## src/rtl/dtfp_pkg.sv

```systemverilog
// dtfp_pkg: shared types and constants for the decimal text to fixed point block
// no dependencies; used by dtfp_accum, dtfp_conv and the top level
`default_nettype none

package dtfp_pkg;

  // character codes
  localparam logic [7:0] ChZero    = 8'h30;
  localparam logic [7:0] ChNine    = 8'h39;
  localparam logic [7:0] ChPoint   = 8'h2E;
  localparam logic [7:0] ChMinus   = 8'h2D;
  localparam logic [7:0] ChNewline = 8'h0A;

  // configuration register indexes
  localparam logic RegFracBits = 1'b0;
  localparam logic RegIntBits  = 1'b1;

  // reset values of the configuration registers
  localparam logic [5:0] FracBitsReset = 6'd16;
  localparam logic [4:0] IntBitsReset  = 5'd15;

  // fraction digits kept per record
  localparam logic [4:0] MaxFracDigits = 5'd18;

  // integer accumulator saturates at 2^32
  localparam logic [32:0] IntAccCap = 33'h1_0000_0000;

  // input item
  typedef struct packed {
    logic [7:0] symbol;
    logic       end_of_input;
  } in_item_t;

  // result item
  typedef struct packed {
    logic [63:0] word;
    logic        overflow;
  } out_item_t;

  // accumulated record handed to the converter
  typedef struct packed {
    logic [32:0] int_acc;
    logic [59:0] frac_acc;
    logic [59:0] scale;
    logic        neg;
    logic        ovf;
  } rec_t;

  // control state of the top level
  typedef enum logic {
    StIdle,
    StConv
  } state_e;

endpackage

`default_nettype wire

```

## src/rtl/dtfp_accum.sv

```systemverilog
// dtfp_accum: parses one character per take_i cycle into sign, int and frac accumulators
// depends on dtfp_pkg
`default_nettype none

module dtfp_accum (
  input  wire logic             clk_i,
  input  wire logic             rst_ni,
  input  wire logic             take_i,
  input  wire logic [7:0]       symbol_i,
  input  wire logic             last_i,
  output dtfp_pkg::rec_t        rec_o,
  output logic                  emit_o
);

  dtfp_pkg::rec_t rec_q, rec_d;
  logic [4:0]  digits_q, digits_d;
  logic        point_q, point_d;
  logic        started_q, started_d;

  logic        is_digit, is_point, is_minus, is_nl, clear;
  logic [3:0]  digit;
  logic [36:0] int_mul;
  logic [63:0] frac_mul;
  logic [63:0] scale_mul;

  // character classes
  assign is_digit = (symbol_i >= dtfp_pkg::ChZero) && (symbol_i <= dtfp_pkg::ChNine);
  assign is_point = (symbol_i == dtfp_pkg::ChPoint);
  assign is_minus = (symbol_i == dtfp_pkg::ChMinus);
  assign is_nl    = (symbol_i == dtfp_pkg::ChNewline);
  assign digit    = 4'(symbol_i - dtfp_pkg::ChZero);

  // times ten as two shifts and an add
  assign int_mul   = ({4'b0, rec_q.int_acc} << 3) + ({4'b0, rec_q.int_acc} << 1)
                     + {33'b0, digit};
  assign frac_mul  = ({4'b0, rec_q.frac_acc} << 3) + ({4'b0, rec_q.frac_acc} << 1)
                     + {60'b0, digit};
  assign scale_mul = ({4'b0, rec_q.scale} << 3) + ({4'b0, rec_q.scale} << 1);

  // record after this character
  always_comb begin
    rec_d     = rec_q;
    digits_d  = digits_q;
    point_d   = point_q;
    started_d = started_q | is_digit | is_point | is_minus;
    if (is_digit) begin
      if (!point_q) begin
        rec_d.int_acc = (int_mul > {4'b0, dtfp_pkg::IntAccCap}) ? dtfp_pkg::IntAccCap
                                                                 : int_mul[32:0];
      end else if (digits_q < dtfp_pkg::MaxFracDigits) begin
        rec_d.frac_acc = frac_mul[59:0];
        rec_d.scale    = scale_mul[59:0];
        digits_d       = digits_q + 5'd1;
      end else begin
        rec_d.ovf = 1'b1;
      end
    end
    if (is_point) point_d = 1'b1;
    if (is_minus) rec_d.neg = 1'b1;
  end

  assign emit_o = is_nl || (last_i && started_d);
  assign clear  = emit_o || last_i;
  assign rec_o  = rec_d;

  // accumulator registers, each record starts from zero with a scale of one
  always_ff @(posedge clk_i or negedge rst_ni) begin
    if (!rst_ni) begin
      rec_q.int_acc  <= '0;
      rec_q.frac_acc <= '0;
      rec_q.scale    <= 60'd1;
      rec_q.neg      <= 1'b0;
      rec_q.ovf      <= 1'b0;
      digits_q       <= '0;
      point_q        <= 1'b0;
      started_q      <= 1'b0;
    end else if (take_i) begin
      if (clear) begin
        rec_q.int_acc  <= '0;
        rec_q.frac_acc <= '0;
        rec_q.scale    <= 60'd1;
        rec_q.neg      <= 1'b0;
        rec_q.ovf      <= 1'b0;
        digits_q       <= '0;
        point_q        <= 1'b0;
        started_q      <= 1'b0;
      end else begin
        rec_q     <= rec_d;
        digits_q  <= digits_d;
        point_q   <= point_d;
        started_q <= started_d;
      end
    end
  end

endmodule

`default_nettype wire

```

## src/rtl/dtfp_conv.sv

```systemverilog
// dtfp_conv: bit-serial fraction converter, shifts one fraction bit per cycle into the word
// depends on dtfp_pkg
`default_nettype none

module dtfp_conv (
  input  wire logic             clk_i,
  input  wire logic             rst_ni,
  input  wire logic             start_i,
  input  wire dtfp_pkg::rec_t   rec_i,
  input  wire logic [5:0]       frac_bits_i,
  input  wire logic [4:0]       int_bits_i,
  output logic                  done_o,
  output logic [63:0]           word_o,
  output logic                  overflow_o
);

  logic [59:0] rem_q, rem_d;
  logic [59:0] scale_q;
  logic [62:0] mag_q, mag_d;
  logic [63:0] mask_q, mask_d;
  logic [5:0]  cnt_q;
  logic        neg_q, ovf_q;

  logic [5:0]  fb_sat, ib_sat;
  logic [30:0] int_max;
  logic        ovf_start;
  logic [60:0] rem2;
  logic        ge, out_bit;

  // format limits, saturated at start
  always_comb begin
    priority if (frac_bits_i == 6'd0)  fb_sat = 6'd1;
    else if (frac_bits_i > 6'd32)      fb_sat = 6'd32;
    else                               fb_sat = frac_bits_i;
    ib_sat = (int_bits_i == 5'd0) ? 6'd1 : {1'b0, int_bits_i};
  end

  assign int_max   = 31'((32'd1 << ib_sat) - 32'd1);
  assign ovf_start = rec_i.ovf || (rec_i.int_acc > {2'b0, int_max});

  // one restoring step: double the remainder and compare against the scale
  assign rem2    = {rem_q, 1'b0};
  assign ge      = (rem2 >= {1'b0, scale_q});
  assign out_bit = ovf_q | ge;
  assign rem_d   = ge ? 60'(rem2 - {1'b0, scale_q}) : rem2[59:0];
  assign mag_d   = {mag_q[61:0], out_bit};
  assign mask_d  = {mask_q[62:0], 1'b1};

  assign done_o = (cnt_q == 6'd0);

  // converter registers
  always_ff @(posedge clk_i or negedge rst_ni) begin
    if (!rst_ni) begin
      cnt_q <= '0;
      neg_q <= 1'b0;
      ovf_q <= 1'b0;
    end else if (start_i) begin
      cnt_q <= fb_sat;
      neg_q <= rec_i.neg;
      ovf_q <= ovf_start;
    end else if (!done_o) begin
      cnt_q <= cnt_q - 6'd1;
    end
  end

  // datapath shift registers
  always_ff @(posedge clk_i) begin
    if (start_i) begin
      rem_q   <= rec_i.frac_acc;
      scale_q <= rec_i.scale;
      mag_q   <= {32'b0, ovf_start ? int_max : rec_i.int_acc[30:0]};
      mask_q  <= 64'((64'd1 << (ib_sat + 6'd1)) - 64'd1);
    end else if (!done_o) begin
      rem_q  <= rem_d;
      mag_q  <= mag_d;
      mask_q <= mask_d;
    end
  end

  // ones' complement for negative values
  assign word_o     = neg_q ? (~{1'b0, mag_q} & mask_q) : {1'b0, mag_q};
  assign overflow_o = ovf_q;

endmodule

`default_nettype wire

```

## src/rtl/decimal_text_to_fixed_point_top.sv

```systemverilog
// Decimal text to fixed point converter. Takes one ASCII character per cycle while
// in_ready_o is high and turns each line such as -12.375 into a word of a sign bit,
// int_bits integer bits and frac_bits fraction bits (negative values inverted bit
// for bit). A newline, or the last character of the input, starts the bit-serial
// fraction converter, which produces one fraction bit per cycle, with frac_bits
// taken as 1 to 32 (0 counts as 1, anything above 32 as 32); the next character is
// taken only once the converter is done and the output register is free.
// depends on dtfp_pkg, dtfp_accum and dtfp_conv
`default_nettype none

module decimal_text_to_fixed_point_top (
  input  wire logic                clk_i,
  input  wire logic                rst_ni,
  // configuration
  input  wire logic                cfg_we_i,
  input  wire logic                cfg_idx_i,
  input  wire logic [5:0]          cfg_data_i,
  // character items
  input  wire logic                in_valid_i,
  output logic                     in_ready_o,
  input  wire dtfp_pkg::in_item_t  in_item_i,
  // result items
  output logic                     out_valid_o,
  input  wire logic                out_ready_i,
  output dtfp_pkg::out_item_t      out_item_o
);

  dtfp_pkg::state_e    state_q, state_d;
  logic [5:0]          frac_bits_q;
  logic [4:0]          int_bits_q;
  logic                out_valid_q;
  dtfp_pkg::out_item_t out_q;

  dtfp_pkg::rec_t      rec;
  logic                emit, take, conv_start, conv_done, out_load, out_free;
  logic [63:0]         conv_word;
  logic                conv_ovf;

  // configuration registers
  always_ff @(posedge clk_i or negedge rst_ni) begin
    if (!rst_ni) begin
      frac_bits_q <= dtfp_pkg::FracBitsReset;
      int_bits_q  <= dtfp_pkg::IntBitsReset;
    end else if (cfg_we_i) begin
      unique case (cfg_idx_i)
        dtfp_pkg::RegFracBits: frac_bits_q <= cfg_data_i;
        dtfp_pkg::RegIntBits:  int_bits_q  <= cfg_data_i[4:0];
        default:               frac_bits_q <= frac_bits_q;
      endcase
    end
  end

  dtfp_accum u_accum (
    .clk_i    (clk_i),
    .rst_ni   (rst_ni),
    .take_i   (take),
    .symbol_i (in_item_i.symbol),
    .last_i   (in_item_i.end_of_input),
    .rec_o    (rec),
    .emit_o   (emit)
  );

  dtfp_conv u_conv (
    .clk_i       (clk_i),
    .rst_ni      (rst_ni),
    .start_i     (conv_start),
    .rec_i       (rec),
    .frac_bits_i (frac_bits_q),
    .int_bits_i  (int_bits_q),
    .done_o      (conv_done),
    .word_o      (conv_word),
    .overflow_o  (conv_ovf)
  );

  assign out_free = !out_valid_q || out_ready_i;

  // next state
  always_comb begin
    state_d = state_q;
    unique case (state_q)
      dtfp_pkg::StIdle: if (take && emit) state_d = dtfp_pkg::StConv;
      dtfp_pkg::StConv: if (conv_done && out_free) state_d = dtfp_pkg::StIdle;
      default:          state_d = dtfp_pkg::StIdle;
    endcase
  end

  // control outputs
  always_comb begin
    in_ready_o = 1'b0;
    out_load   = 1'b0;
    unique case (state_q)
      dtfp_pkg::StIdle: in_ready_o = 1'b1;
      dtfp_pkg::StConv: out_load   = conv_done && out_free;
      default:          in_ready_o = 1'b0;
    endcase
  end

  assign take       = in_valid_i && in_ready_o;
  assign conv_start = take && emit;

  // state and output valid
  always_ff @(posedge clk_i or negedge rst_ni) begin
    if (!rst_ni) begin
      state_q     <= dtfp_pkg::StIdle;
      out_valid_q <= 1'b0;
    end else begin
      state_q <= state_d;
      if (out_load)         out_valid_q <= 1'b1;
      else if (out_ready_i) out_valid_q <= 1'b0;
    end
  end

  // result register
  always_ff @(posedge clk_i) begin
    if (out_load) begin
      out_q.word     <= conv_word;
      out_q.overflow <= conv_ovf;
    end
  end

  assign out_valid_o = out_valid_q;
  assign out_item_o  = out_q;

endmodule

`default_nettype wire
```

## config.mk

```make
export PLATFORM = sky130hd
export DESIGN_NAME = decimal_text_to_fixed_point_top
export DESIGN_NICKNAME = d
export VERILOG_FILES = /design/src/rtl/dtfp_pkg.sv /design/src/rtl/dtfp_accum.sv /design/src/rtl/dtfp_conv.sv /design/src/rtl/decimal_text_to_fixed_point_top.sv
export SDC_FILE = /design/constraint.sdc
export NUM_CORES = 2
export LEC_CHECK = 0
export BUFFER_PORTS_ARGS = -buffer_cell sky130_fd_sc_hd__buf_2
export CAP_MARGIN = 5
export CORE_MARGIN = 2
export CORE_UTILIZATION = 45
export DETAILED_ROUTE_END_ITERATION = 8
export GPL_TIMING_DRIVEN = 0
export MAX_ROUTING_LAYER = met4
export PLACE_DENSITY = 0.69
export SLEW_MARGIN = 20
export SYNTH_ARGS = -nofsm -noshare
export SYNTH_HDL_FRONTEND = slang
export SYNTH_SLANG_ARGS = --single-unit
```

## constraint.sdc

```tcl
create_clock -name clk_i -period 8.9 [get_ports clk_i]
set_clock_uncertainty 0.1 [all_clocks]
set_input_delay 1.335 -clock clk_i [delete_from_list [all_inputs] [get_ports clk_i]]
set_output_delay 1.335 -clock clk_i [all_outputs]
set_load 0.05 [all_outputs]
```

==> After elaboration in Yosys (flattened, before gate mapping) <==
Index checks and enable logic that the tools add are counted.
{ "totals": {"register_bits": 495, "latchBits": 0, "ramBits": 0, "romBits": 0, "in_bits": 21, "out_inout_bits": 67, "elab_cells": 116, "n_memories": 0} }
{ "op_classes": {"n_addsub": 12, "n_mul": 0, "div": 0, "magnitude_cmp": 7, "n_eq_ne": 4, "shifts": 2, "mux": 38, "n_bitwise": 8, "reduce_logical": 22} }
{ "ops": {"columns": ["cell", "count"], "rows": [
  ["two-way mux 120 bit", 2],
  ["two-way mux 60 bit", 3],
  ["two-way mux 155 bit", 1],
  ["two-way mux 153 bit", 1],
  ["two-way mux 64 bit", 2],
  ["adder 60 bit", 2],
  ["two-way mux 31 bit", 3],
  ["two-way mux 33 bit", 2],
  ["bitwise AND 64 bit", 1],
  ["NOT 63 -> 64 bit", 1],
  ["left shift 1 x 6 -> 64 bit (first input constant)", 1],
  ["subtractor 64 x 1 -> 64 bit (second input constant)", 1],
  ["two-way mux 63 bit", 1],
  [">= comparator 61 x 60 -> 1 bit", 1],
  ["adder 60 x 4 -> 60 bit", 1],
  ["subtractor 60 bit", 1],
  ["adder 36 x 34 -> 37 bit", 1],
  ["adder 37 x 4 -> 37 bit", 1],
  ["greater-than comparator 37 x 33 -> 1 bit (second input constant)", 1],
  ["greater-than comparator 33 x 31 -> 1 bit", 1],
  ["left shift 1 x 6 -> 31 bit (first input constant)", 1],
  ["subtractor 31 x 1 -> 31 bit (second input constant)", 1],
  ["two-way mux 5 bit", 5],
  ["two-way mux 6 bit", 4],
  ["other kinds (23)", 54]
]} }

==> Logic depth before layout (Yosys ltp) <==
{ "logic_depth": {"ltp_word": 10, "mapped_depth": 28, "depth_no_buf": 25} }

==> Hierarchy <==
Synthesis repeated with hierarchy kept, for this count alone.
{ "hier_totals": {"cells_unflattened": 4101, "area_unflattened_um2": 36795.3} }
{ "modules_own_cells": {"columns": ["mod", "instances", "cells_per_inst", "area_per_inst_um2", "seq_area_each_um2"], "rows": [
  ["dtfp_conv", 1, 1938, 17566.8, 7297.0],
  ["dtfp_accum", 1, 2062, 16719.8, 4055.1],
  ["decimal_text_to_fixed_point_top", 1, 101, 2508.7, 2283.4]
]} }

==> Worst setup path after synthesis <==
No wires, ideal clock.
{ "synth_timing": {"kind": "input to register", "startpoint": "in in_item_i[4] (netlist bit)", "endpoint": "reg u_conv.mag_q[12] (data pin)", "setup_ps": 261, "arrival_time_ps": 6670, "path_slack_ps": 1869, "path_stages": 26, "n_path_buf": 3, "cell_sequence": "fa_1 fa_1 a21oi_1 o211ai_2 o211ai_2 a21oi_2 a311oi_4 or3_1 a31oi_1 xnor2_1 buf_2 buf_2 nand3_1 nand2_1 ha_1 nand4_1 or4_1 nor2_1 o21a_1 a21oi_1 o21ai_0 nor2b_1 a31oi_2 nor2_2 buf_2 a221o_1"} }
{ "synth_via": {"elab_chain_cells": 10, "elab_cells_between_ends": 23, "cone_classes": "add/sub (2); order compare (4); eq/ne (3); mux (6); bitwise (3); reduce/logical (5)"} }
{ "synth_lines": {"columns": ["element", "line", "source"], "rows": [
  ["start: declaration", "decimal_text_to_fixed_point_top.sv:21", "input wire dtfp_pkg::in_item_t in_item_i,"],
  ["subtractor 4 x 1 -> 4 bit", "dtfp_accum.sv:31", "assign digit = 4'(symbol_i - dtfp_pkg::ChZero);"],
  ["adder 37 x 4 -> 37 bit", "dtfp_accum.sv:35", "+ {33'b0, digit};"],
  ["greater-than comparator 37 x 33 -> 1 bit", "dtfp_accum.sv:48", "rec_d.int_acc = (int_mul > {4'b0, dtfp_pkg::IntAccCap}) ? dtfp_pkg::IntAccCap"],
  ["two-way mux 33 bit", "dtfp_accum.sv:48", null],
  ["two-way mux 33 bit", "dtfp_accum.sv:47", "if (!point_q) begin"],
  ["two-way mux 153 bit", "dtfp_accum.sv:46", "if (is_digit) begin"],
  ["greater-than comparator 33 x 31 -> 1 bit", "dtfp_conv.sv:39", "assign ovf_start = rec_i.ovf || (rec_i.int_acc > {2'b0, int_max});"],
  ["logical OR 1 bit", "dtfp_conv.sv:39", null],
  ["two-way mux 31 bit", "dtfp_conv.sv:71", "mag_q <= {32'b0, ovf_start ? int_max : rec_i.int_acc[30:0]};"],
  ["two-way mux 31 bit *", "dtfp_conv.sv:68", "if (start_i) begin"],
  ["end signal: assignment", "dtfp_conv.sv:71", null],
  ["end signal: assignment", "dtfp_conv.sv:75", "mag_q <= mag_d;"],
  ["end: declaration", "dtfp_conv.sv:19", "logic [62:0] mag_q, mag_d;"]
]} }
Every way passes the cells marked *; elsewhere a longest branch is shown, timed or not.
A chain may end at the register's enable or synchronous reset.

==> Worst setup path in the final report <==
{ "layout_timing": {"startpoint": "in in_item_i[4] (netlist bit)", "endpoint": "reg u_conv.mag_q[30] (data pin)"} }
Same word-level chain as after synthesis.

==> results.cfg <==
[run_status]
status = finished, final reports clean

[synthesis]
synth_top_family_by_area = compound AO/OA/AOI/OAI gates
ys_async_sr_fraction = 0.370
synth-compound-area-share = 0.231
muxShareOfSynthArea = 0.0446
synth_area_per_cell_um2 = 9.01
synthFlopType = edfxtp_1
yosys.area_share.simple = 0.155
yosys_register_bits = 495
synthXorXnorAreaFrac = 0.0477
synth_fa_ha_area_frac = 0.115
synth_edf_count = 280
synth_cell_types = 96
yosys_warnings = 0
synth_cells = 4116
synth.cell_area_um2 = 37100
yosysSeqAreaShare = 0.368

[setup_path]
cp-end-kind = register
critPathKind = primary input to register
cp_max_fo = 10
rr_startpoint = u_accum.rec_q[122]
slowest_stage = o31ai_1
worstPathArrival_ns = 8.75
critPathLaunchType = primary input
r2r_end = u_conv.mag_q[30]
r2r_cells = 24
required_ns = 9.25
critical_path.max_stage_delay_ns = 0.74
r2r_setup_slack_ns = 1.00

[power_and_ir_drop]
leakage_uw = 0.0185
pwr-share-comb = 0.355
internal-power_uw = 5570
ir_drop_uv = 173
p_per_area_nw_per_um2 = 218
p_seq_frac = 0.395
p_switching_uw = 3340
pwr-share-clk = 0.250
netSwitchingFraction = 0.375

[route]
drt_first_iter_violations = 3593
wire_per_inst_um = 22.5
drt-total-wl_mm = 122
via_count = 33015
via_per_inst = 6.13
ant_nets = 0
drc = 0
dr.pass1.iters = 5

[global_route]
grt_max_degree = 84
grt_overflow_total = 0
grt_pass1_vias = 31066
grt_pass1_wl_mm = 186
grt_util_all_layers = 0.288
grt_antenna_before_repair = 6

[floorplan]
die_h_um = 291
start_util = 0.453
rows = 105
fp.dieW_um = 291
ios = 88
coreArea_um2 = 81800
dieArea_um2 = 84700

[sta]
hold_violations = 0
rsz0062_at_grt = false
timing.final.crit_share = 0.944
max_slew.worst_pin.slew_ns = 1.22
period_minus_slack_ns = 8.40
finalSetupViolCount = 0
drv_slew = 0
max_freq_mhz = 119
relSlewSlack = 0.187

[cts]
clockRootBuffer = clkbuf_16
clk_path_buf_depth = 3
h-tree-depth = 2
clk_latency_ns = 0.64
cts_buffers = 52
cts.sinks = 495
postCtsSetupRepairBufs = 0
cts.clk_slew.worst_paths_ns = 0.06
ctsHoldBuffers = 0
cts_tree = built
cts_resized = 0

[layout]
final_nets = 4628
final_area_um2 = 40800
drive_above_1_share = 0.0661
area.growth.synth_to_final_pct = 10.0
stdcell_count = 5389
fillCellCount = 7639
final_util = 0.499

[hold_path]
whs_endpoint = u_conv.mag_q[62]
hold_depth = 2
worstHoldStart = u_conv.mag_q[62]
hold_class = register to register

[placed_design]
placed_area_um2 = 39100
dp_hpwl_mm = 94.3
gp_congestion = 1.03
placed_cells = 5285
io_buffers = 87

[flow_run]
cap_viol_max_count = 0
## routing by layer
metal  global-route usage  wire, µm  part of all wire  vias to the layer above
met5                    -         0                 0                        -
met4               0.0776      3280             0.027                        0
met3               0.0551     12000             0.099                      206
met2                0.415     51100              0.42                     1447
met1                0.413     55100              0.45                    15835
li1                     -         -                 -                    15527
## critical path, delay by kind of cell
family                   cells  cell delay [ns]
XOR/XNOR                     1             0.39
adder cells (fa/ha/maj)      3             1.10
buffers and inverters        2             0.63
AND/OR/NAND/NOR              7             1.65
AO/OA/AOI/OAI               12             3.61
## state kept, by name, summed over array words and instances (netlist names)
name               flops
u_accum.rec_q        155
out_item_o            65
u_conv.mask_q         64
u_conv.mag_q          63
u_conv.rem_q          60
u_conv.scale_q        60
frac_bits_q            6
u_conv.cnt_q           6
int_bits_q             5
u_accum.digits_q       5
out_valid_o            1
state_q                1
u_accum.point_q        1
u_accum.started_q      1
u_conv.neg_q           1
u_conv.overflow_o      1
## worst max path at each step
stage	startpoint	end	slack (ns)	depth (start not counted)
2_1_floorplan	in_item_i[4]	u_conv.mag_q[12]	1.87	26
5_1_grt	in_item_i[4]	u_conv.mag_q[30]	0.05	24
3_3_place_gp	in_item_i[4]	u_conv.mag_q[4]	-2.13	11
4_1_cts	in_item_i[4]	u_conv.mag_q[30]	0.72	24
3_5_place_dp	in_item_i[4]	u_conv.mag_q[30]	0.11	24
6_report	in_item_i[4]	u_conv.mag_q[30]	0.50	25
## power by group through the flow
stage / Sequential, µW / Clock [µW] / Combinational (µW)
finish: 3520 / 2230 / 3160
global route: 3560 / 2340 / 3440
CTS: 3500 / 2260 / 3100
detailed placement: 3530 / 0 / 3070
global placement: 3550 / 0 / 3010
floorplan: 3420 / 0 / 2230
## stage by stage
step / total power, µW / setup TNS, ns / setup WS [ns] / hold slack, ns
floorplan: 5650 / 0 / 1.87 / 0.326
global placement: 6550 / -325.92 / -2.13 / 0.358
detailed placement: 6600 / 0 / 0.108 / 0.361
CTS: 8850 / 0 / 0.723 / 0.368
global route: 9340 / 0 / 0.0466 / 0.387
finish: 8900 / 0 / 0.497 / 0.365
## cell families (layout without fill, tap and decap cells)
group | after synthesis | count (layout)
buffers and inverters | 381 | 577
XOR/XNOR | 201 | 201
AND/OR/NAND/NOR | 1246 | 1246
AO/OA/AOI/OAI | 1291 | 1291
adder cells (fa/ha/maj) | 338 | 338
multiplexers | 163 | 163
other | 1 | 8
flip-flops | 495 | 495
## cell usage in the layout, fill, tap and decap left out, types with 46 or more instances in the layout
cell,netlist,final
a21o_1,141,141
a21oi_1,333,333
a22o_1,91,91
a31oi_1,66,66
and2_1,46,46
buf_2,12,98
clkbuf_1,206,219
clkbuf_16,0,54
dfrtp_1,177,177
edfxtp_1,280,280
ha_1,332,332
inv_1,149,149
mux2i_1,144,144
nand2_1,607,606
nand3_1,69,69
nand4_1,48,48
nor2_1,216,216
o21ai_0,259,259
xnor2_1,125,125
xor2_1,75,75
## synthesized netlist by cell type, types with 11 or more instances
library cell | n | area, µm²
nor2b_1 | 28 | 175
ha_1 | 332 | 4150
dfxtp_1 | 32 | 641
or3_1 | 12 | 75.1
a21oi_1 | 333 | 1670
nand2_1 | 607 | 2280
clkbuf_1 | 206 | 773
a21boi_0 | 11 | 82.6
o31ai_1 | 35 | 263
a31oi_1 | 66 | 413
nor4_1 | 14 | 87.6
o21ai_0 | 259 | 1300
or2_2 | 16 | 100
dfrtp_1 | 177 | 4430
inv_1 | 149 | 559
a32oi_1 | 11 | 96.3
and4_1 | 13 | 114
nand2b_1 | 25 | 156
a311oi_1 | 11 | 96.3
o22ai_1 | 13 | 81.3
nand3_1 | 69 | 345
o21a_1 | 30 | 225
and2_1 | 46 | 288
mux2i_1 | 144 | 1440
xor2_1 | 75 | 657
nor3_1 | 47 | 235
nor3b_1 | 22 | 165
nor2_1 | 216 | 811
and3_1 | 45 | 282
xnor2_1 | 125 | 1090
o211ai_1 | 38 | 285
edfxtp_1 | 280 | 8410
a32o_1 | 11 | 110
a211o_1 | 12 | 105
a22oi_1 | 28 | 210
a21o_1 | 141 | 1060
a211oi_1 | 35 | 263
a221o_1 | 16 | 160
mux2_2 | 19 | 214
nand4_1 | 48 | 300
a22o_1 | 91 | 797
nand3b_1 | 16 | 120
o21bai_1 | 29 | 218
buf_2 | 12 | 60.1
## final cells by class
| type | instances | area (µm²) | area share |
|---|---|---|---|
| Antenna cell | 6 | 15.0 | 0.000368 |
| Buffer | 229 | 893 | 0.0219 |
| Clock buffer | 72 | 1460 | 0.0357 |
| Clock inverter | 26 | 254 | 0.00622 |
| Inverter | 152 | 571 | 0.0140 |
| Multi-Input combinational cell | 3241 | 22000 | 0.539 |
| Sequential cell | 495 | 13600 | 0.334 |
| Tap cell | 1070 | 1340 | 0.0328 |
| Timing Repair Buffer | 98 | 632 | 0.0155 |
(Power assumes the default switching activity.)
